===== src/rtl/mwio_pkg.sv =====
`timescale 1ns / 1ps
// Package for the weighted interval overlap block: fixed field widths,
// saturation limits and the beat struct handed along the slot chain.
// No dependencies.
package mwio_pkg;

    localparam int POS_W    = 32;
    localparam int WEIGHT_W = 16;
    localparam int TOTAL_W  = 22;
    localparam int COUNT_W  = 7;

    localparam logic [TOTAL_W-1:0] TOTAL_MAX = {TOTAL_W{1'b1}};
    localparam logic [COUNT_W-1:0] COUNT_MAX = {COUNT_W{1'b1}};

    // Interval fields as they travel from slot to slot
    typedef struct packed {
        logic                first_range;
        logic [POS_W-1:0]    range_start;
        logic [POS_W-1:0]    range_end;
        logic [WEIGHT_W-1:0] range_weight;
    } t_mwio_beat;

endpackage


===== src/rtl/mwio_tail.sv =====
`timescale 1ns / 1ps
// End of the slot chain: keeps live total, peak and overflow, and holds the
// result register for the output channel. Depends on mwio_pkg.
module mwio_tail #(
    parameter int TW = 22,
    parameter int CW = 7
) (
    input  logic                 i_clk,
    input  logic                 i_rst_n,
    input  logic                 i_adv,
    input  logic                 i_vld,
    input  mwio_pkg::t_mwio_beat i_beat,
    input  logic                 i_placed,
    input  logic [TW-1:0]        i_removed,
    input  logic [CW-1:0]        i_count,
    output logic                 o_vld,
    output logic [mwio_pkg::TOTAL_W-1:0] o_live_total,
    output logic [mwio_pkg::TOTAL_W-1:0] o_peak_total,
    output logic [mwio_pkg::COUNT_W-1:0] o_active_count,
    output logic                 o_store_overflow
);

    localparam int STW = (TW > mwio_pkg::TOTAL_W) ? TW : mwio_pkg::TOTAL_W;
    localparam int SCW = (CW > mwio_pkg::COUNT_W) ? CW : mwio_pkg::COUNT_W;

    logic [TW-1:0] r_total;
    logic [TW-1:0] r_peak;
    logic          r_ovf;

    logic                         r_vld;
    logic [mwio_pkg::TOTAL_W-1:0] r_live_out;
    logic [mwio_pkg::TOTAL_W-1:0] r_peak_out;
    logic [mwio_pkg::COUNT_W-1:0] r_count_out;
    logic                         r_ovf_out;

    logic [TW-1:0]  w_base_total;
    logic [TW-1:0]  w_base_peak;
    logic [TW-1:0]  w_add;
    logic [TW-1:0]  n_total;
    logic [TW-1:0]  n_peak;
    logic           n_ovf;
    logic [STW-1:0] w_total_x;
    logic [STW-1:0] w_peak_x;
    logic [SCW-1:0] w_count_x;
    logic [mwio_pkg::TOTAL_W-1:0] n_live_out;
    logic [mwio_pkg::TOTAL_W-1:0] n_peak_out;
    logic [mwio_pkg::COUNT_W-1:0] n_count_out;

    // Fold in the expired weights and the new interval
    always_comb begin
        w_base_total = i_beat.first_range ? '0 : r_total;
        w_base_peak  = i_beat.first_range ? '0 : r_peak;
        w_add        = i_placed ? TW'(i_beat.range_weight) : '0;
        n_total      = w_base_total - i_removed + w_add;
        n_peak       = (n_total > w_base_peak) ? n_total : w_base_peak;
        n_ovf        = (!i_beat.first_range && r_ovf) || !i_placed;

        // Saturate to the field widths
        w_total_x    = STW'(n_total);
        w_peak_x     = STW'(n_peak);
        w_count_x    = SCW'(i_count);
        n_live_out   = (w_total_x > STW'(mwio_pkg::TOTAL_MAX)) ? mwio_pkg::TOTAL_MAX
                                                             : w_total_x[mwio_pkg::TOTAL_W-1:0];
        n_peak_out   = (w_peak_x > STW'(mwio_pkg::TOTAL_MAX)) ? mwio_pkg::TOTAL_MAX
                                                            : w_peak_x[mwio_pkg::TOTAL_W-1:0];
        n_count_out  = (w_count_x > SCW'(mwio_pkg::COUNT_MAX)) ? mwio_pkg::COUNT_MAX
                                                             : w_count_x[mwio_pkg::COUNT_W-1:0];
    end

    // Sweep totals and sticky overflow
    always_ff @(posedge i_clk) begin
        if (!i_rst_n) begin
            r_total <= '0;
            r_peak  <= '0;
            r_ovf   <= 1'b0;
        end else if (i_adv && i_vld) begin
            r_total <= n_total;
            r_peak  <= n_peak;
            r_ovf   <= n_ovf;
        end
    end

    // Result register
    always_ff @(posedge i_clk) begin
        if (!i_rst_n) begin
            r_vld <= 1'b0;
        end else if (i_adv) begin
            r_vld <= i_vld;
        end
    end

    always_ff @(posedge i_clk) begin
        if (i_adv && i_vld) begin
            r_live_out  <= n_live_out;
            r_peak_out  <= n_peak_out;
            r_count_out <= n_count_out;
            r_ovf_out   <= n_ovf;
        end
    end

    assign o_vld            = r_vld;
    assign o_live_total     = r_live_out;
    assign o_peak_total     = r_peak_out;
    assign o_active_count   = r_count_out;
    assign o_store_overflow = r_ovf_out;

endmodule


===== config.mk =====
export PLATFORM = sky130hd
export DESIGN_NAME = mwio_tail
export DESIGN_NICKNAME = d
export VERILOG_FILES = /design/src/rtl/mwio_pkg.sv /design/src/rtl/mwio_tail.sv
export SDC_FILE = /design/constraint.sdc
export NUM_CORES = 1
export LEC_CHECK = 0
export ABC_AREA = 1
export BUFFER_PORTS_ARGS = -buffer_cell sky130_fd_sc_hd__clkbuf_2
export CORE_UTILIZATION = 40
export CTS_CLUSTER_DIAMETER = 60
export DETAILED_ROUTE_END_ITERATION = 8
export PLACE_DENSITY_LB_ADDON = 0.12
export SKIP_LAST_GASP = 1
export SYNTH_ARGS = -nofsm -noshare
export SYNTH_HDL_FRONTEND = slang
export SYNTH_SLANG_ARGS = --single-unit

===== constraint.sdc =====
create_clock -name i_clk -period 12.8 [get_ports i_clk]
set_input_delay 1.92 -clock i_clk [delete_from_list [all_inputs] [get_ports i_clk]]
set_output_delay 1.92 -clock i_clk [all_outputs]
set_load 0.02 [all_outputs]

==> results.txt <==
post-CTS setup buffer count -> 0
P_leak -> 0.003817 uW
CTS Buffer Depth -> 2
global route overflow -> 0
core area -> 15890 um2
Port Buffers -> 103
hold_buf cts -> 0
clock latency on the worst-skew pair -> 350 ps
adder-cell share of the synthesized area -> 13.92%
top_reg_cell synth -> edfxtp_1
fmax -> 0.1336 GHz
maximum vdd ir drop -> 0.00006500 V
Rows -> 46
crit path max fanout -> 29
Power Dens Cells -> 141.0 nW/um2
status -> completed
crit path kind -> in -> reg
detailed placer's ending HPWL -> 10.63 mm
Syn Nets -> 1003
Synth Area in XOR/XNOR -> 4.698%
Die Height -> 129.7 um
GRT Total Usage -> 18.98%
Worst Hold Class -> reg -> reg
largest net degree at the start of global routing -> 73
CP startpoint kind -> input pin
mapped cell area -> 6525 um2
Final min period -> 7484 ps
Post-synth EDFFs -> 52
# IOs -> 168
#FFs+latches synth -> 98
Rel. slew slack -> 38.44%
Synth Area in Simple Gates -> 21.67%
Post-CTS Resized -> 0
Post-synth ARST share -> 0%
share of cells above drive strength 1 -> 17.50%
WL/cell -> 13.20 um
max-slew violations -> 0
most used cell, CP -> nand2_1
Critical Path End Type -> flop
final setup TNS -> 0 ps
RSZ-0062 raised after global routing -> no
antenna viol nets, final -> 0
1st-iter DRT viols -> 284
mux cell area share after synthesis -> 0%
Clock Skew -> 8.296 ps
Hold Vio Cnt, Final -> 0
largest family of logic cells by synthesized area -> simple AND/OR/NAND/NOR gates
die width -> 129.7 um
DRC errors left -> 0
area grow syn2layout -> 13.92%
number of buffers created by CTS -> 9
required time of the critical path -> 13010 ps
Final #Nets -> 1076
initial antenna violation count -> 0
die area -> 16830 um2
first-pass GRT wire length -> 24.41 mm
Mapped Cells -> 825
Yosys warnings -> 0
Initial DRT Pass Iterations -> 4
Setup-failing EPs final -> 0
vias in the first global route -> 4802
htree depth -> 3
via count -> 5190
slowest stage delay, CP -> 740 ps
post-layout util -> 46.79%
Slew @ Worst Pin -> 923.4 ps
CTS tree -> yes
antenna cell count -> 0
WL final -> 14.77 mm
max-cap violation count -> 0
Synth Area in Compound Gates -> 8.802%
Num Clock Sinks -> 98
CTS root buffer -> clkbuf_16
Final period util -> 58.47%
clk slew on worst S/H paths -> 70 ps
Seq/Total Area, Yosys -> 38.04%
WP data arrival -> 7700 ps
Via density -> 4.638
Yosys cell types -> 42
syn avg cell area -> 7.909 um2
crit path max-delay cell type -> clkinv_1
GPL Wtd Cong -> 0.7958
Starting Density -> 41.08%
critical path: cells and delay by family:
kind                     cells  cell delay, ps
AND/OR/NAND/NOR             18            2200
XOR/XNOR                     1             330
AO/OA/AOI/OAI                4             700
buffers and inverters        5            1470
adder cells (fa/ha/maj)      3            1070
synthesized netlist by cell type, types with 16 or more instances:
cell type / instances / area, um2
nor2_1: 67 / 251.5
clkbuf_1: 23 / 86.33
a21oi_1: 50 / 250.2
dfxtp_1: 46 / 920.9
ha_1: 47 / 588.1
nand3_1: 58 / 290.3
edfxtp_1: 52 / 1562
xor2_1: 25 / 219.0
o21ai_0: 25 / 125.1
fa_1: 16 / 320.3
nand2_1: 160 / 600.6
inv_1: 160 / 600.6
worst paths after layout:
kind | slack [ps] | cells past startpoint | start | endpoint
hold reg to reg | 460 | 2 | r_total[0]$_SDFFE_PN0P_ | r_total[0]$_SDFFE_PN0P_
hold / removal | 460 | 2 | r_total[0]$_SDFFE_PN0P_ | r_total[0]$_SDFFE_PN0P_
setup reg to reg | 7910 | 29 | r_total[3]$_SDFFE_PN0P_ | o_peak_total[21]$_SDFFCE_PN1P_
setup / recovery | 5320 | 31 | i_beat[80] | o_peak_total[21]$_SDFFCE_PN1P_
cell usage in the layout, fill, tap and decap left out, types with 4 or more instances in the layout:
cell	count
nand2_1	160
inv_1	159
clkbuf_2	103
nor2_1	67
nand3_1	58
edfxtp_1	52
a21oi_1	50
ha_1	47
dfxtp_1	46
xor2_1	25
o21ai_0	25
fa_1	16
nand2_2	13
xnor2_1	10
clkbuf_16	9
o21bai_1	8
nand4_1	7
nor2_2	4
a21oi_2	4
stage by stage:
| stage | area (um2) | power (uW) | setup WS, ps | std cells | hold WS (ps) |
|---|---|---|---|---|---|
| after global placement | 7114 | 762.8 | 4921 | 1103 | 448.7 |
| after global routing | 7433 | 1127 | 4716 | 1119 | 499.6 |
| final | 7433 | 1048 | 5316 | 1119 | 455.8 |
| after floorplan | 6525 | 672.1 | 6549 | 825 | 429.7 |
| after detailed placement | 7114 | 763.3 | 4935 | 1103 | 448.4 |
| after CTS | 7433 | 1065 | 5284 | 1119 | 459.0 |
logic make-up after synthesis:
family / count (synthesis)
and+or+nand+nor: 320
buffers and inverters: 209
AOI/OAI and AO/OA: 100
DFF: 98
adders and majority gates: 63
xor gates and xnor gates: 35
per-layer routing:
metal | GRT usage, % | wire, um | vias to the layer above
met2 | 30.36 | 6826 | 86
met1 | 26.36 | 7352 | 2367
li1 | - | - | 2727
met3 | 2.460 | 405 | 10
met5 | 0 | 0 | -
met4 | 6.772 | 187 | 0
sequential cells by signal (all words and copies together), names as in the netlist:
signal            cells
r_peak               22
o_vld                 1
o_store_overflow      1
o_active_count        7
r_total              22
o_live_total         22
r_ovf                 1
o_peak_total         22
report_power, final:
group,switching [uW],internal (uW),leakage [uW]
clock,123,172,0.000153
sequential,8.46,377,0.000871
combinational,243,124,0.00279
area by class of cell:
class	instances	area, um2
clock buffer	10	229.0
sequential	98	2482
multi-input combinational	518	3203
inverter	165	620.6
clock inverter	6	90.09
tap	216	270.3
timing repair buffer	106	538.0
fill	1641	8452
Power figures use the tool's default switching activity.
