===== src/rtl/mwio_pkg.sv =====
`timescale 1ns / 1ps
// Package for the weighted interval overlap block: fixed field widths,
// saturation limits and the beat struct handed along the slot chain.
// No dependencies.
package mwio_pkg;

    localparam int POS_W    = 32;
    localparam int WEIGHT_W = 16;
    localparam int TOTAL_W  = 22;
    localparam int COUNT_W  = 7;

    localparam logic [TOTAL_W-1:0] TOTAL_MAX = {TOTAL_W{1'b1}};
    localparam logic [COUNT_W-1:0] COUNT_MAX = {COUNT_W{1'b1}};

    // Interval fields as they travel from slot to slot
    typedef struct packed {
        logic                first_range;
        logic [POS_W-1:0]    range_start;
        logic [POS_W-1:0]    range_end;
        logic [WEIGHT_W-1:0] range_weight;
    } t_mwio_beat;

endpackage


===== src/rtl/mwio_cell.sv =====
`timescale 1ns / 1ps
// One slot of the interval store: expires its interval against a passing beat,
// claims the beat if still free, and forwards the beat with updated sums.
// Depends on mwio_pkg.
module mwio_cell #(
    parameter int TW = 22,
    parameter int CW = 7
) (
    input  logic                 i_clk,
    input  logic                 i_rst_n,
    input  logic                 i_adv,
    input  logic                 i_vld,
    input  mwio_pkg::t_mwio_beat i_beat,
    input  logic                 i_placed,
    input  logic [TW-1:0]        i_removed,
    input  logic [CW-1:0]        i_count,
    output logic                 o_vld,
    output mwio_pkg::t_mwio_beat o_beat,
    output logic                 o_placed,
    output logic [TW-1:0]        o_removed,
    output logic [CW-1:0]        o_count
);

    logic                          r_valid;
    logic [mwio_pkg::POS_W-1:0]    r_end;
    logic [mwio_pkg::WEIGHT_W-1:0] r_weight;

    logic                 r_vld;
    mwio_pkg::t_mwio_beat r_beat;
    logic                 r_placed;
    logic [TW-1:0]        r_removed;
    logic [CW-1:0]        r_count;

    logic          w_keep;
    logic          w_expire;
    logic          w_stay;
    logic          w_take;
    logic          n_valid;
    logic          n_placed;
    logic [TW-1:0] n_removed;
    logic [CW-1:0] n_count;

    // Expire against the new start, then claim the slot if it is free
    always_comb begin
        w_keep    = r_valid && !i_beat.first_range;
        w_expire  = w_keep && (r_end < i_beat.range_start);
        w_stay    = w_keep && !w_expire;
        w_take    = i_vld && !i_placed && !w_stay;
        n_valid   = w_take || w_stay;
        n_placed  = i_placed || w_take;
        n_removed = w_expire ? i_removed + TW'(r_weight) : i_removed;
        n_count   = i_count + CW'(n_valid);
    end

    // Slot occupancy
    always_ff @(posedge i_clk) begin
        if (!i_rst_n) begin
            r_valid <= 1'b0;
        end else if (i_adv && i_vld) begin
            r_valid <= n_valid;
        end
    end

    // Slot contents
    always_ff @(posedge i_clk) begin
        if (i_adv && w_take) begin
            r_end    <= i_beat.range_end;
            r_weight <= i_beat.range_weight;
        end
    end

    // Hand the beat to the next slot
    always_ff @(posedge i_clk) begin
        if (!i_rst_n) begin
            r_vld <= 1'b0;
        end else if (i_adv) begin
            r_vld <= i_vld;
        end
    end

    always_ff @(posedge i_clk) begin
        if (i_adv) begin
            r_beat    <= i_beat;
            r_placed  <= n_placed;
            r_removed <= n_removed;
            r_count   <= n_count;
        end
    end

    assign o_vld     = r_vld;
    assign o_beat    = r_beat;
    assign o_placed  = r_placed;
    assign o_removed = r_removed;
    assign o_count   = r_count;

endmodule


===== config.mk =====
export PLATFORM = sky130hd
export DESIGN_NAME = mwio_cell
export DESIGN_NICKNAME = d
export VERILOG_FILES = /design/src/rtl/mwio_pkg.sv /design/src/rtl/mwio_cell.sv
export SDC_FILE = /design/constraint.sdc
export NUM_CORES = 1
export LEC_CHECK = 0
export ABC_AREA = 1
export BUFFER_PORTS_ARGS = -buffer_cell sky130_fd_sc_hd__buf_2
export CAP_MARGIN = 20
export CORE_MARGIN = 10
export CORE_UTILIZATION = 30
export DETAILED_ROUTE_END_ITERATION = 8
export PLACE_DENSITY_LB_ADDON = 0.05
export SYNTH_ARGS = -nofsm -noshare
export SYNTH_HDL_FRONTEND = slang
export SYNTH_SLANG_ARGS = --single-unit

===== constraint.sdc =====
create_clock -name i_clk -period 11.5 [get_ports i_clk]
set_input_delay 0 -clock i_clk [delete_from_list [all_inputs] [get_ports i_clk]]
set_output_delay 0 -clock i_clk [all_outputs]
set_load 0.02 [all_outputs]

==> impl_metrics.csv <==
group,metric,value,unit
cts,tritoncts,"built",
logic_synthesis,synth_warnings,0,
cts,clock-root-buffer,"clkbuf_16",
run,cap_violations,0,
placed_design,dpl-instance-area,8800,um^2
logic_synthesis,synth_cell_types,33,
timing,slew_headroom,39.5,%
die,start_util,30.8,%
setup_path,cp_cell_sequence,"ha_1 > nand2_1 > inv_1 > nand3_1 > inv_1 > a21oi_1 > nand2_1 > nand2_1 > nand2_1 > nand2_1 > nand3_1 > nor2_4 > buf_4",
timing,fin_crit,3.03,ns
timing,whs,0.246,ns
finish,final_cells,1293,
min_path,min-delay-path-class,"in2reg",
global_route,grt_use_met1,15.2,%
die,die_h,176,um
finish,register_area,4810,um^2
pwr,ir_drop,77.7,uV
setup_path,worstSetupPathType,"reg2reg",
finish,num_antenna_cells,0,
timing,slew_viol_final,0,
finish,finalNetCount,1127,
cts,htreeDepth,4,
pwr,p_leak,4.74,nW
finish,multi_input_comb_area,2100,um^2
finish,drive_above_1_share,28.9,%
setup_path,cp-end-kind,"flip-flop",
logic_synthesis,synth_edf_count,159,
global_route,grt_max_degree,63,
die,core,23600,um^2
detailed_routing,wire_per_inst,15.9,um
timing,rsz0062_at_grt,"false",
global_route,track_usage,13.3,%
setup_path,critical_path_peak_fanout,25,
timing,setup-violations-final,0,
setup_path,setup.worst_path.start_class,"flip-flop",
logic_synthesis,synthCells,604,
outcome,status,"finished, final reports clean",
logic_synthesis,synth_area,7260,um^2
placed_design,port_buffers,226,
pwr,p_total,1.49,mW
global_route,grt_use_met3,4.80,%
finish,utilization,44.6,%
detailed_routing,drtPass1Iterations,4,
logic_synthesis,synth-xor-area-share,2.05,%
logic_synthesis,synthMuxAreaShare,0,%
placed_design,dpl_worst_slack,8.32,ns
cts,numCtsBuffers,17,
global_route,grt_overflow_total,0,
die,dieArea,30800,um^2
logic_synthesis,async_reset_ff_share,0,%
timing,skew,0.00973,ns
die,pin_count,227,
placed_design,placedCellCount,1148,
cts,numClockSinks,161,
detailed_routing,routed_wl,20500,um
timing,final-hold-violation-count,0,
setup_path,max_stage_delay,0.60,ns
setup_path,critPathRequiredTime,11.58,ns
timing,layout_setup_ws,8.47,ns
placed_design,dp_hpwl,15500,um
detailed_routing,drc,0,
placed_design,gp_congestion,0.827,
die,rows,56,
global_route,antenna_found_initial,0,
logic_synthesis,syn_nets,769,
die,die_x,176,um
logic_synthesis,synth_seq_cells,161,
logic_synthesis,synth_compound_area_share,5.70,%
logic_synthesis,synth_ff_type,"edfxtp_1",
logic_synthesis,synthAdderAreaFrac,8.72,%
logic_synthesis,syn_avg_cell_area,12.0,um^2
global_route,top_usage_layer,"met2",
timing,clock.fmax,330,MHz
logic_synthesis,synth_top_family_by_area,"simple AND/OR/NAND/NOR gates",
finish,fill_cells,2259,
cts,clk_pin_slew,0.07,ns
global_route,grtUsageMet2,22.7,%
finish,design_area,10500,um^2
cts,worstSkewPairLatency,0.42,ns
timing,tns,0,ns
setup_path,cp_data_arrival_time,3.11,ns
pwr,p_per_area,141,nW/um^2
logic_synthesis,synth-simple-area-share,12.4,%
detailed_routing,via_per_inst,4.28,
detailed_routing,dr_total_vias,5530,
detailed_routing,antenna_left,0,
timing,timing.final.crit_share,26.3,%
timing,tightest_slew,0.907,ns
global_route,grt_pass1_vias,6114,
setup_path,slowest_stage,"nor2_4",
detailed_routing,drt_iter0_markers,221,
cts,ctsLongestPathBuffers,2,
setup_path,cpMostUsedCell,"nand2_1",
logic_synthesis,ys_seq_area_share,66.3,%
global_route,grt_pass1_wl,32400,um
finish,area_growth,44.9,%
==> critical path, delay by kind of cell (launching register included) <==
family | cells | cell delay, ns
compound gates | 1 | 0.23
fa+ha+maj | 1 | 0.28
buf+inv | 3 | 0.54
flops | 1 | 0.37
simple gates | 8 | 1.25
==> placed cells by master, fill, tap and decap left out, types with 2 or more instances in the layout <==
| cell type | count |
|---|---|
| buf_2 | 225 |
| nor2_4 | 2 |
| buf_4 | 4 |
| dfxtp_1 | 2 |
| clkinvlp_4 | 3 |
| inv_2 | 3 |
| inv_1 | 86 |
| clkbuf_16 | 17 |
| o21ai_1 | 17 |
| nand2_2 | 6 |
| nand2_1 | 124 |
| nor2_2 | 2 |
| inv_6 | 4 |
| clkinv_1 | 2 |
| nor3_1 | 7 |
| xnor2_1 | 8 |
| nand4_1 | 9 |
| ha_1 | 49 |
| bufinv_16 | 2 |
| o21ai_0 | 11 |
| xor2_1 | 9 |
| a21o_1 | 3 |
| nor2_1 | 35 |
| nor3_2 | 2 |
| a21oi_1 | 31 |
| edfxtp_1 | 159 |
| o21ai_2 | 3 |
| a21oi_2 | 2 |
| clkinv_4 | 2 |
| nand3_1 | 20 |
| dlygate4sd3_1 | 114 |
==> cell usage after synthesis, types with 2 or more instances <==
cell / count / share of area [%]
a21oi_1: 31 / 2.1
o21ai_0: 11 / 0.76
o21ai_2: 3 / 0.36
a21o_1: 3 / 0.31
a21oi_2: 2 / 0.24
ha_1: 49 / 8.4
nand2_1: 124 / 6.4
nor2_2: 2 / 0.17
nand3_1: 20 / 1.4
inv_2: 3 / 0.16
o21ai_1: 17 / 1.2
nand4_1: 9 / 0.78
buf_2: 4 / 0.28
edfxtp_1: 159 / 66
xor2_1: 9 / 1.1
nor3_2: 2 / 0.28
nand2_2: 6 / 0.52
nor2_1: 36 / 1.9
inv_1: 86 / 4.4
xnor2_1: 8 / 0.96
dfxtp_1: 2 / 0.55
nor3_1: 7 / 0.48
==> layer usage <==
layer | wire [um] | part of all wire [%]
met5 | 0 | 0
met4 | 374 | 1.8
met3 | 1500 | 7.3
met2 | 9970 | 49
met1 | 8660 | 42
==> final cells by class <==
class | count | share of cell area (%)
well taps | 319 | 3.79
flip-flops and latches | 161 | 45.7
repair buffers | 343 | 21.8
multi-input cells | 350 | 20.0
clock inverters | 14 | 1.46
clock buffers | 17 | 4.04
inverters | 89 | 3.17
==> power breakdown <==
part,internal (mW),switching (mW),total [mW]
Combinational,0.0893,0.131,0.220
Sequential,0.686,0.00856,0.695
Clock,0.322,0.251,0.573
==> final timing paths <==
path                   from         to  slack [ns]  cells after the start
setup / recovery  r_end[14]  r_end[15]        8.47                     13
hold / removal        i_adv   r_end[7]        0.25                      3
setup reg to reg  r_end[14]  r_end[15]        8.47                     13
hold reg to reg     r_valid    r_valid        0.56                      4
==> cells by family (layout without fill, tap and decap cells) <==
family,after synthesis,after routing
AND/OR/NAND/NOR,210,210
buffers and inverters,93,463
XOR/XNOR,17,17
AO/OA/AOI/OAI,73,73
adder cells (fa/ha/maj),50,50
flip-flops,161,161
==> sequential cells by signal, indices dropped and copies added, names as in the netlist <==
register	cells
o_placed	1
o_count	7
o_vld	1
o_beat	81
o_removed	22
r_end	32
r_valid	1
r_weight	16
==> what timing repair did <==
item	in CTS	in global routing
hold endpoints to repair	161	0
setup buffers	0	0
hold buffers	114	0
gates resized for setup	0	0
Power figures use the tool's default switching activity.
